**src/sv/cor_pkg.sv**
```systemverilog
// Package for the circle outline rasterizer: widths, operation codes and the
// point-set record passed from the decision core to the point emitter.
// Depends on nothing.
`default_nettype none

package cor_pkg;

    // Radius width of the internal datapath (valid range 4 to 16).
    localparam int RADIUS_BITS = 10;

    // Fixed widths of the interface fields.
    localparam int CENTER_W = 11;
    localparam int RIN_W    = 10;
    localparam int COORD_W  = 13;

    // Signed width of the decision variable and its temporaries.
    localparam int DEC_W = RADIUS_BITS + 3;

    // Width used when folding an offset into a coordinate.
    localparam int EXT_W = (RADIUS_BITS > COORD_W) ? RADIUS_BITS : COORD_W;

    // Width used when narrowing the incoming radius.
    localparam int RWIDE_W = (RADIUS_BITS > RIN_W) ? RADIUS_BITS : RIN_W;

    // Eight mirrored points per step.
    localparam int POINTS_PER_STEP = 8;
    localparam int IDX_W           = $clog2(POINTS_PER_STEP);
    localparam logic [IDX_W-1:0] IDX_LAST = IDX_W'(POINTS_PER_STEP - 1);

    // Operation codes.
    localparam logic OP_START = 1'b0;
    localparam logic OP_STEP  = 1'b1;

    // One step's worth of points: centre, offset pair and end-of-shape flag.
    typedef struct packed {
        logic [CENTER_W-1:0]    cx;
        logic [CENTER_W-1:0]    cy;
        logic [RADIUS_BITS-1:0] ox;
        logic [RADIUS_BITS-1:0] oy;
        logic                   last;
    } point_set_t;

endpackage

`default_nettype wire

```
**src/sv/cor_core.sv**
```systemverilog
// Decision core: holds the circle state and runs one decision-rule iteration
// per accepted step request while a shape is active. Depends on cor_pkg.
`default_nettype none

module cor_core (
    input  wire logic                         aclk,
    input  wire logic                         aresetn,
    input  wire logic                         accept,
    input  wire logic                         operation,
    input  wire logic [cor_pkg::CENTER_W-1:0] center_x,
    input  wire logic [cor_pkg::CENTER_W-1:0] center_y,
    input  wire logic [cor_pkg::RIN_W-1:0]    radius,
    input  wire logic                         filled,
    output logic                              set_load,
    output cor_pkg::point_set_t               set_data
);

    localparam int RB = cor_pkg::RADIUS_BITS;
    localparam int DW = cor_pkg::DEC_W;
    localparam logic signed [DW-1:0] ONE_S = DW'(1);

    logic [cor_pkg::CENTER_W-1:0] cx_reg, cx_next;
    logic [cor_pkg::CENTER_W-1:0] cy_reg, cy_next;
    logic [RB-1:0]                target_r_reg, target_r_next;
    logic [RB-1:0]                current_r_reg, current_r_next;
    logic [RB-1:0]                off_x_reg, off_x_next;
    logic [RB-1:0]                off_y_reg, off_y_next;
    logic signed [DW-1:0]         decision_reg, decision_next;
    logic                         fill_mode_reg, fill_mode_next;
    logic                         active_reg, active_next;

    logic [cor_pkg::RWIDE_W-1:0] r_wide;
    logic [RB-1:0]               r_in;
    logic [RB-1:0]               start_r;
    logic [RB-1:0]               grow_r;
    logic signed [DW-1:0]        ox_s, oy_s, cr_s;
    logic signed [DW-1:0]        nx_s, ny_s, dec_s;
    logic                        finish;
    logic                        grow;

    assign r_wide  = cor_pkg::RWIDE_W'(radius);
    assign r_in    = r_wide[RB-1:0];
    assign start_r = filled ? '0 : r_in;
    assign grow_r  = current_r_reg + RB'(1);

    assign ox_s = $signed(DW'(off_x_reg));
    assign oy_s = $signed(DW'(off_y_reg));
    assign cr_s = $signed(DW'(current_r_reg));

    // One iteration of the Andres rule on the current offset pair.
    always_comb begin
        nx_s  = ox_s;
        ny_s  = oy_s;
        dec_s = decision_reg;
        if (decision_reg >= (ox_s <<< 1)) begin
            dec_s = decision_reg - (ox_s <<< 1) - ONE_S;
            nx_s  = ox_s + ONE_S;
        end else if (decision_reg < ((cr_s - oy_s) <<< 1)) begin
            dec_s = decision_reg + (oy_s <<< 1) - ONE_S;
            ny_s  = oy_s - ONE_S;
        end else begin
            dec_s = decision_reg + ((oy_s - ox_s - ONE_S) <<< 1);
            ny_s  = oy_s - ONE_S;
            nx_s  = ox_s + ONE_S;
        end
    end

    assign finish = (ny_s < nx_s);
    assign grow   = fill_mode_reg && (current_r_reg < target_r_reg);

    assign set_load      = accept && (operation == cor_pkg::OP_STEP) && active_reg;
    assign set_data.cx   = cx_reg;
    assign set_data.cy   = cy_reg;
    assign set_data.ox   = off_x_reg;
    assign set_data.oy   = off_y_reg;
    assign set_data.last = finish && !grow;

    always_comb begin
        cx_next        = cx_reg;
        cy_next        = cy_reg;
        target_r_next  = target_r_reg;
        current_r_next = current_r_reg;
        off_x_next     = off_x_reg;
        off_y_next     = off_y_reg;
        decision_next  = decision_reg;
        fill_mode_next = fill_mode_reg;
        active_next    = active_reg;
        if (accept && (operation == cor_pkg::OP_START)) begin
            cx_next        = center_x;
            cy_next        = center_y;
            target_r_next  = r_in;
            fill_mode_next = filled;
            active_next    = 1'b1;
            current_r_next = start_r;
            off_x_next     = '0;
            off_y_next     = start_r;
            decision_next  = $signed(DW'(start_r)) - ONE_S;
        end else if (set_load) begin
            if (!finish) begin
                off_x_next    = nx_s[RB-1:0];
                off_y_next    = ny_s[RB-1:0];
                decision_next = dec_s;
            end else if (grow) begin
                // Move out to the next concentric circle.
                current_r_next = grow_r;
                off_x_next     = '0;
                off_y_next     = grow_r;
                decision_next  = $signed(DW'(grow_r)) - ONE_S;
            end else begin
                active_next = 1'b0;
            end
        end
    end

    always_ff @(posedge aclk) begin
        if (!aresetn) begin
            cx_reg        <= '0;
            cy_reg        <= '0;
            target_r_reg  <= '0;
            current_r_reg <= '0;
            off_x_reg     <= '0;
            off_y_reg     <= '0;
            decision_reg  <= '0;
            fill_mode_reg <= 1'b0;
            active_reg    <= 1'b0;
        end else begin
            cx_reg        <= cx_next;
            cy_reg        <= cy_next;
            target_r_reg  <= target_r_next;
            current_r_reg <= current_r_next;
            off_x_reg     <= off_x_next;
            off_y_reg     <= off_y_next;
            decision_reg  <= decision_next;
            fill_mode_reg <= fill_mode_next;
            active_reg    <= active_next;
        end
    end

endmodule

`default_nettype wire

```
**src/sv/cor_emit.sv**
```systemverilog
// Point emitter: holds one step's point set and sends its eight mirrored points
// one per cycle while the result channel is ready. Depends on cor_pkg.
`default_nettype none

module cor_emit (
    input  wire logic                               aclk,
    input  wire logic                               aresetn,
    input  wire logic                               set_load,
    input  wire cor_pkg::point_set_t                set_data,
    output logic                                    set_free,
    output logic                                    m_valid,
    input  wire logic                               m_ready,
    output logic signed [cor_pkg::COORD_W-1:0]      m_point_x,
    output logic signed [cor_pkg::COORD_W-1:0]      m_point_y,
    output logic                                    m_last
);

    localparam int CW = cor_pkg::COORD_W;
    localparam int EW = cor_pkg::EXT_W;

    cor_pkg::point_set_t         set_reg;
    logic                        busy_reg;
    logic [cor_pkg::IDX_W-1:0]   idx_reg;

    logic                        take;
    logic [cor_pkg::RADIUS_BITS-1:0] off_a, off_b;
    logic [EW-1:0]               a_ext, b_ext;
    logic [CW-1:0]               a_c, b_c, dx, dy;

    assign take     = busy_reg && m_ready;
    assign set_free = !busy_reg || (take && (idx_reg == cor_pkg::IDX_LAST));

    // Index bit 0 swaps the pair, bit 1 negates x, bit 2 negates y.
    assign off_a = idx_reg[0] ? set_reg.oy : set_reg.ox;
    assign off_b = idx_reg[0] ? set_reg.ox : set_reg.oy;
    assign a_ext = EW'(off_a);
    assign b_ext = EW'(off_b);
    assign a_c   = a_ext[CW-1:0];
    assign b_c   = b_ext[CW-1:0];
    assign dx    = idx_reg[1] ? (CW'(0) - a_c) : a_c;
    assign dy    = idx_reg[2] ? (CW'(0) - b_c) : b_c;

    assign m_valid   = busy_reg;
    assign m_point_x = $signed(CW'(set_reg.cx) + dx);
    assign m_point_y = $signed(CW'(set_reg.cy) + dy);
    assign m_last    = set_reg.last && (idx_reg == cor_pkg::IDX_LAST);

    always_ff @(posedge aclk) begin
        if (!aresetn) begin
            busy_reg <= 1'b0;
            idx_reg  <= '0;
        end else if (set_load) begin
            busy_reg <= 1'b1;
            idx_reg  <= '0;
        end else if (take) begin
            if (idx_reg == cor_pkg::IDX_LAST) begin
                busy_reg <= 1'b0;
            end
            idx_reg <= idx_reg + cor_pkg::IDX_W'(1);
        end
    end

    always_ff @(posedge aclk) begin
        if (set_load) begin
            set_reg <= set_data;
        end
    end

endmodule

`default_nettype wire

```
**src/sv/circle_outline_rasterizer.sv**
```systemverilog
// Top level of the circle outline rasterizer: Andres decision core feeding an
// eight-point emitter. Depends on cor_pkg, cor_core and cor_emit.
//
//   channel | direction | ports                                           | meaning
//   s_      | in        | valid, ready, operation, center_x/y, radius,    | start or step request
//           |           | filled                                          |
//   m_      | out       | valid, ready, point_x, point_y, last            | one pixel per transfer
//
// An accepted step request, while a shape is active, updates the decision
// core at the accepting edge and hands the eight-point set to the emitter register.
// The emitter sends one point per cycle while m_ready is high; the next
// request is accepted in the cycle the eighth point leaves, and any request
// is accepted whenever the emitter is idle.
// Reset (aresetn, synchronous, active low) returns the block to idle with no
// point pending. A stalled result channel holds the current point and holds
// off new requests while the point set is still in use.
`default_nettype none

module circle_outline_rasterizer (
    input  wire logic                                aclk,
    input  wire logic                                aresetn,
    input  wire logic                                s_valid,
    output logic                                     s_ready,
    input  wire logic                                s_operation,
    input  wire logic [cor_pkg::CENTER_W-1:0]        s_center_x,
    input  wire logic [cor_pkg::CENTER_W-1:0]        s_center_y,
    input  wire logic [cor_pkg::RIN_W-1:0]           s_radius,
    input  wire logic                                s_filled,
    output logic                                     m_valid,
    input  wire logic                                m_ready,
    output logic signed [cor_pkg::COORD_W-1:0]       m_point_x,
    output logic signed [cor_pkg::COORD_W-1:0]       m_point_y,
    output logic                                     m_last
);

    // A request is taken whenever the emitter can accept a new point set,
    // which covers both an empty emitter and one sending its eighth point.
    logic                accept;
    logic                set_load;
    logic                set_free;
    cor_pkg::point_set_t set_data;

    assign s_ready = set_free;
    assign accept  = s_valid && s_ready;

    // The core owns the centre, radii, offset pair and decision variable.
    cor_core u_core (
        .aclk      (aclk),
        .aresetn   (aresetn),
        .accept    (accept),
        .operation (s_operation),
        .center_x  (s_center_x),
        .center_y  (s_center_y),
        .radius    (s_radius),
        .filled    (s_filled),
        .set_load  (set_load),
        .set_data  (set_data)
    );

    // The emitter mirrors the offset pair into the eight octants in order.
    cor_emit u_emit (
        .aclk      (aclk),
        .aresetn   (aresetn),
        .set_load  (set_load),
        .set_data  (set_data),
        .set_free  (set_free),
        .m_valid   (m_valid),
        .m_ready   (m_ready),
        .m_point_x (m_point_x),
        .m_point_y (m_point_y),
        .m_last    (m_last)
    );

endmodule

`default_nettype wire

```
**config.mk**
```make
export PLATFORM = sky130hd
export DESIGN_NAME = circle_outline_rasterizer
export DESIGN_NICKNAME = d
export VERILOG_FILES = /design/src/sv/cor_pkg.sv /design/src/sv/cor_core.sv /design/src/sv/cor_emit.sv /design/src/sv/circle_outline_rasterizer.sv
export SDC_FILE = /design/constraint.sdc
export NUM_CORES = 1
export LEC_CHECK = 0
export ABC_CLOCK_PERIOD_IN_PS = 9980
export BUFFER_PORTS_ARGS = -buffer_cell sky130_fd_sc_hd__buf_2
export CORE_MARGIN = 2
export CORE_UTILIZATION = 40
export CTS_CLUSTER_SIZE = 40
export DETAILED_ROUTE_END_ITERATION = 6
export PLACE_DENSITY = 0.57
export SLEW_MARGIN = 0
export SYNTH_ARGS = -nofsm -noshare
export SYNTH_HDL_FRONTEND = slang
export SYNTH_SLANG_ARGS = --single-unit
```
**constraint.sdc**
```tcl
create_clock -name aclk -period 9.98 [get_ports aclk]
set_clock_uncertainty 0.15 [all_clocks]
set_input_delay 1.996 -clock aclk [delete_from_list [all_inputs] [get_ports aclk]]
set_output_delay 1.996 -clock aclk [all_outputs]
set_load 0.01 [all_outputs]
```
==> Yosys cells after proc, flatten, opt, wreduce, memory -nomap -nowiden <==
Cells that the tools add are included.
{ "totals": {"reg_bits": 124, "latchBits": 0, "ramBits": 0, "mem_bits_ro": 0, "in_bits": 38, "output_inout_bits": 29, "elab_cells": 98, "memories": 0} }
{ "op_classes": {"n_addsub": 18, "multipliers": 0, "div_mod_pow": 0, "n_lt_le_gt_ge": 4, "eq_ne": 4, "shift": 0, "mux": 30, "bitwise": 2, "n_reduce_logical": 24} }
{ "op_table": {"columns": ["op", "count"], "rows": [
  ["$mux W13", 11],
  ["$mux W10", 12],
  ["$sub A10 B1 Y11 const B", 3],
  ["$add A11 B13 Y13", 2],
  ["$lt A13 B13 Y1", 2],
  ["$sub A13 B2 Y13 const B", 2],
  ["$sub A1 B10 Y11 const A", 2],
  ["$sub A10 B10 Y11", 2],
  ["$add A13 B12 Y13", 1],
  ["$add A13 B13 Y13", 1],
  ["$ge A13 B12 Y1", 1],
  ["$sub A13 B12 Y13", 1],
  ["$sub A12 B2 Y12 const B", 1],
  ["$add A10 B1 Y11 const B", 1],
  ["$add A10 B1 Y10 const B", 1],
  ["$lt A10 B10 Y1", 1],
  ["$reduce_bool A2 Y1", 5],
  ["$logic_and A1 B1 Y1", 9],
  ["$mux W1", 7],
  ["$reduce_and A2 Y1", 3],
  ["$reduce_and A3 Y1", 2],
  ["$ne A2 B2 Y1 const B", 2],
  ["$reduce_or A2 Y1", 2],
  ["$add A3 B1 Y3 const B", 1],
  ["5 further kinds", 7]
]} }

==> Longest topological paths before layout <==
{ "depth": {"word_depth": 8, "depth_mapped": 36, "depth_no_buf": 34} }

==> By module <==
A second synthesis with hierarchy kept.
{ "unflattened": {"cells_unflattened": 1324, "hier_area_um2": 11109.4} }
{ "modules_own_cells": {"columns": ["module", "n_inst", "cells_each", "area_per_inst_um2", "seq_area_each_um2"], "rows": [
  ["cor_core", 1, 1019, 7815.0, 1541.5],
  ["cor_emit", 1, 304, 3288.2, 1371.3],
  ["circle_outline_rasterizer", 1, 1, 6.3, 0.0]
]} }

==> Worst setup path after synthesis <==
OpenSTA, ideal clock, no wires.
{ "synth_path": {"kind": "register -> register", "from": "reg u_core.off_y_reg[1]", "to": "reg u_core.off_x_reg[8]", "setup_time_ps": 122, "arrival_ps": 5565, "required_time_ps": 9708, "path_slack_ps": 4143, "stages_incl_launch_ff": 31, "n_path_buf": 2, "synth_period_minus_slack_ps": 5837, "path_cell_list": "dfxtp_1 -> inv_1 -> ha_1 -> a21oi_1 -> o21ai_0 -> and2_1 -> o21ai_0 -> nand2_1 -> a21oi_1 -> o21bai_1 -> a21o_1 -> a21oi_1 -> xor2_1 -> ha_1 -> a21oi_1 -> nor3b_1 -> a211oi_1 -> o21a_1 -> buf_1 -> nand2_1 -> nand4_1 -> nor2_1 -> xnor2_1 -> ha_1 -> nand3_1 -> a2111o_1 -> o211a_4 -> o31ai_4 -> buf_4 -> nor2_2 -> a221o_1"} }
{ "synth_via": {"elab_chain_len": 7, "word_cells_on_any_way": 10, "cone_classes": "2 x add/sub; 2 x order compare; 1 x eq/ne; 4 x mux; 1 x reduce/logical"} }
{ "synth_lines": {"columns": ["element", "line_no", "text"], "rows": [
  ["from (decl)", "cor_core.sv:27", "logic [RB-1:0] off_y_reg, off_y_next;"],
  ["from (signal assigned)", "cor_core.sv:132", "off_y_reg <= off_y_next;"],
  ["$sub A10 B10 Y11", "cor_core.sv:58", "end else if (decision_reg < ((cr_s - oy_s) <<< 1)) begin"],
  ["$lt A13 B13 Y1", "cor_core.sv:58", null],
  ["$mux W13", "cor_core.sv:58", null],
  ["$mux W13", "cor_core.sv:55", "if (decision_reg >= (ox_s <<< 1)) begin"],
  ["$lt A13 B13 Y1", "cor_core.sv:68", "assign finish = (ny_s < nx_s);"],
  ["$ne A2 B2 Y1 (no source line)", null, null],
  ["$reduce_and A2 Y1 (no source line)", null, null],
  ["to (signal assigned)", "cor_core.sv:131", "off_x_reg <= off_x_next;"],
  ["to (decl)", "cor_core.sv:26", "logic [RB-1:0] off_x_reg, off_x_next;"]
]} }
Parallel ways exist; a longest one is shown, timed or not.
A chain may end at the register's enable or synchronous reset.

==> Worst setup path after layout <==
{ "layout_path": {"from": "reg u_core.off_y_reg[1]", "to": "reg u_core.decision_reg[12]"} }
{ "layout_via": {"elab_chain_len": 8, "word_cells_on_any_way": 19, "cone_classes": "7 x add/sub; 2 x order compare; 1 x eq/ne; 8 x mux; 1 x reduce/logical"} }
{ "layout_lines": {"columns": ["element", "line_no", "text"], "rows": [
  ["$sub A10 B10 Y11, on equally long branches", "cor_core.sv:62, cor_core.sv:58", null],
  ["$sub A12 B2 Y12 / $lt A13 B13 Y1 (equally long branches)", "cor_core.sv:62, cor_core.sv:58", null],
  ["$add A13 B13 Y13 / $mux W13 (equally long branches)", "cor_core.sv:62, cor_core.sv:58", null],
  ["$mux W13, on equally long branches", "cor_core.sv:58, cor_core.sv:55", null],
  ["$mux W13 / $lt A13 B13 Y1 (equally long branches)", "cor_core.sv:55, cor_core.sv:68", null],
  ["$mux W13", "cor_core.sv:99", "if (!finish) begin"],
  ["$mux W13", "cor_core.sv:98", "end else if (set_load) begin"],
  ["$mux W13", "cor_core.sv:88", "if (accept && (operation == cor_pkg::OP_START)) begin"],
  ["to (signal assigned)", "cor_core.sv:133", "decision_reg <= decision_next;"],
  ["to (decl)", "cor_core.sv:28", "logic signed [DW-1:0] decision_reg, decision_next;"]
]} }
Parallel ways exist; a longest one is shown, timed or not. The select of a mux whose other input is x is not followed.

==> results.sh <==
export IMPL_outcome="finished, final reports clean"
export IMPL_antenna_found_initial=0
export IMPL_ys_types=70
export IMPL_crit_buf_inv=3
export IMPL_drc=0
export IMPL_rsz0062_at_grt="no"
export IMPL_synth_nets=1498
export IMPL_placed_cell_area_um2=11400
export IMPL_antennaDiodeCount=0
export IMPL_synth_ff_type="dfxtp_1"
export IMPL_core_area_um2=26800
export IMPL_async_reset_ff_share_pct=0
export IMPL_clock_insertion_delay_worst_skew_ns=0.42
export IMPL_fin_setup_tns_ns=0
export IMPL_avgViaCountPerCell=5.60
export IMPL_finalCritPeriodShare_pct=73.9
export IMPL_irDropWorstVdd_uv=247
export IMPL_critical_path_max_fanout=47
export IMPL_crit_type="reg2reg"
export IMPL_p_per_area_nw_per_um2=355
export IMPL_hold_path_startpoint="u_core.cx_reg[8]$_SDFFE_PN0P_"
export IMPL_vias=9611
export IMPL_placed_cells=1686
export IMPL_drv_cap=0
export IMPL_ios=67
export IMPL_cts_buffers_inserted=17
export IMPL_dp_hpwl_um=24400
export IMPL_clkSinkCount=124
export IMPL_avgRoutedWirePerCell_um=18.3
export IMPL_drtPass1Iterations=5
export IMPL_p_leak_uw=0.00496
export IMPL_rows=60
export IMPL_wl_met1_um=14400
export IMPL_grt_total_usage_pct=22.3
export IMPL_gp_congestion=0.891
export IMPL_crit_path_end_kind="flip-flop"
export IMPL_cts_tree="yes"
export IMPL_ys_top_cells_by_count="155 x nand2_1, 127 x ha_1, 108 x a21oi_1, 106 x inv_1, 91 x xnor2_1"
export IMPL_fin_cells=1717
export IMPL_num_nets_final=1536
export IMPL_slowest_delay_ns=0.49
export IMPL_io_buffers=66
export IMPL_path_clk_slew_ns=0.06
export IMPL_hold_viol=0
export IMPL_ys_seq_elements=124
export IMPL_syn_instance_count=1326
export IMPL_worstMarginPinSlew_ns=1.09
export IMPL_synth_area_um2=10900
export IMPL_largest_reg_flops=43
export IMPL_final_cell_area_um2=12000
export IMPL_yosysSeqAreaShare_pct=26.8
export IMPL_die_x_um=169
export IMPL_postLayoutCoreUtil_pct=44.9
export IMPL_synth_warning_count=0
export IMPL_wl_met3_um=1290
export IMPL_dpl_worst_slack_ns=2.74
export IMPL_slowest_stage="buf_4"
export IMPL_cts_root_buffer="clkbuf_16"
export IMPL_reg2reg_from="u_core.off_y_reg[1]$_SDFFE_PN0P_"
export IMPL_start_util_pct=40.5
export IMPL_fmaxAchievable_mhz=136
export IMPL_synth_edff_count=43
export IMPL_grt_pass1_vias=9128
export IMPL_synth_area_leaders="dfxtp_1 15%, ha_1 15%, edfxtp_1 12%"
export IMPL_yosysMostFrequentCell="nand2_1"
export IMPL_crit_arrival_ns=7.54
export IMPL_grt_ovfl_total=0
export IMPL_dr_wl_met2_um=15000
export IMPL_post_cts_buffers=0
export IMPL_synth_top_area_share_pct=14.9
export IMPL_ctsResizeCount=0
export IMPL_layout_setup_ws_ns=2.60
export IMPL_syn_avg_cell_area_um2=8.18
export IMPL_slew_viol_final=0
export IMPL_dieArea_um2=28500
export IMPL_grt_max_degree=65
export IMPL_start_kind="flip-flop"
export IMPL_hold_path_class="reg2reg"
export IMPL_die_y_um=169
export IMPL_grt_pass1_wl_um=49600
export IMPL_cp_common_cell="a21oi_1"
export IMPL_syn_to_final_growth_pct=10.8
export IMPL_drt_iter0_markers=730
export IMPL_worstPathRequired_ns=10.14
export IMPL_clockBufferDepth=2
export IMPL_synth_largest_area_cell="dfxtp_1"
export IMPL_finalCriticalPeriod_ns=7.38
export IMPL_relSlewSlack_pct=27.2
export IMPL_crit_path_start="u_core.off_y_reg[1]$_SDFFE_PN0P_"
export IMPL_routed_top_layer="met4"
export IMPL_crit_family="compound AO/OA/AOI/OAI gates"
export IMPL_ant_nets=0
export IMPL_setup_viol=0
export IMPL_h_tree_depth=4
export IMPL_drive_above_1_share_pct=8.65
export IMPL_postCtsHoldBufs=0
export IMPL_routed_wl_um=31500
==> where the power goes <==
part / switching (uW) / internal, uW / total [uW] / leakage, uW
clock network: 230 / 379 / 609 / 0.000274
logic: 1830 / 1160 / 2980 / 0.00362
registers: 92.3 / 589 / 681 / 0.00106
==> area by class of cell <==
class / count / area (um^2)
fillers: 2651 / 14800
multi-input cells: 1041 / 7320
flip-flops and latches: 124 / 2910
clock buffers: 20 / 458
well taps: 341 / 427
inverters: 107 / 402
repair buffers: 73 / 383
clock inverters: 11 / 119
==> cell usage in the layout (no fill, tap or decap), types with 4 or more instances in the layout <==
| master | count |
|---|---|
| nand2_1 | 155 |
| ha_1 | 127 |
| a21oi_1 | 108 |
| inv_1 | 106 |
| xnor2_1 | 91 |
| dfxtp_1 | 81 |
| nor2_1 | 70 |
| o21ai_0 | 68 |
| buf_2 | 66 |
| edfxtp_1 | 43 |
| nor3_1 | 42 |
| xor2_1 | 39 |
| mux2i_1 | 31 |
| nand3_1 | 29 |
| a21o_1 | 24 |
| nor2b_1 | 22 |
| a211oi_1 | 19 |
| clkbuf_16 | 18 |
| a31oi_1 | 17 |
| nand4_1 | 15 |
| nand2b_1 | 14 |
| o21a_1 | 13 |
| and3_1 | 12 |
| o21bai_1 | 12 |
| o211ai_1 | 12 |
| or3_1 | 8 |
| o22ai_1 | 7 |
| fa_1 | 7 |
| buf_4 | 7 |
| nor3b_1 | 6 |
| o41ai_1 | 6 |
| o2111ai_1 | 6 |
| nor4_1 | 6 |
| and2_1 | 6 |
| o221a_2 | 6 |
| o32ai_1 | 5 |
| o2bb2ai_1 | 5 |
| nand3b_1 | 4 |
| o31ai_1 | 4 |
==> metrics by stage <==
stage / power (uW) / hold slack, ns
CTS: 4250 / 0.278
detailed placement: 3620 / 0.265
global route: 4600 / 0.285
floorplan: 2880 / 0.258
global placement: 3620 / 0.261
finish: 4270 / 0.276
==> cell families (layout without fill, tap and decap cells) <==
group | Yosys count | count (layout) | synth area share (%)
and+or+nand+nor | 398 | 398 | 17.1
adders and majority gates | 134 | 134 | 15.9
AOI/OAI and AO/OA | 347 | 347 | 20.8
DFF | 124 | 124 | 26.8
buffers and inverters | 161 | 211 | 5.78
muxes | 31 | 31 | 2.86
xor gates and xnor gates | 131 | 131 | 10.7
==> routing by layer <==
layer  up-vias  track usage (%)
met1      4531             28.7
met3        45             4.19
met4         0             7.20
li1       4798                -
met5         -                0
met2       237             37.7
==> worst paths after layout <==
check                                                             to  slack, ns  cells past startpoint
worst max register to register  u_core.decision_reg[12]$_SDFFE_PN0P_       2.60                     29
worst max-delay path            u_core.decision_reg[12]$_SDFFE_PN0P_       2.60                     29
worst min register to register          u_emit.set_reg[40]$_DFFE_PP_       0.28                      0
worst min-delay path                    u_emit.set_reg[40]$_DFFE_PP_       0.28                      0
No activity file was read; power rests on OpenSTA's default activity.
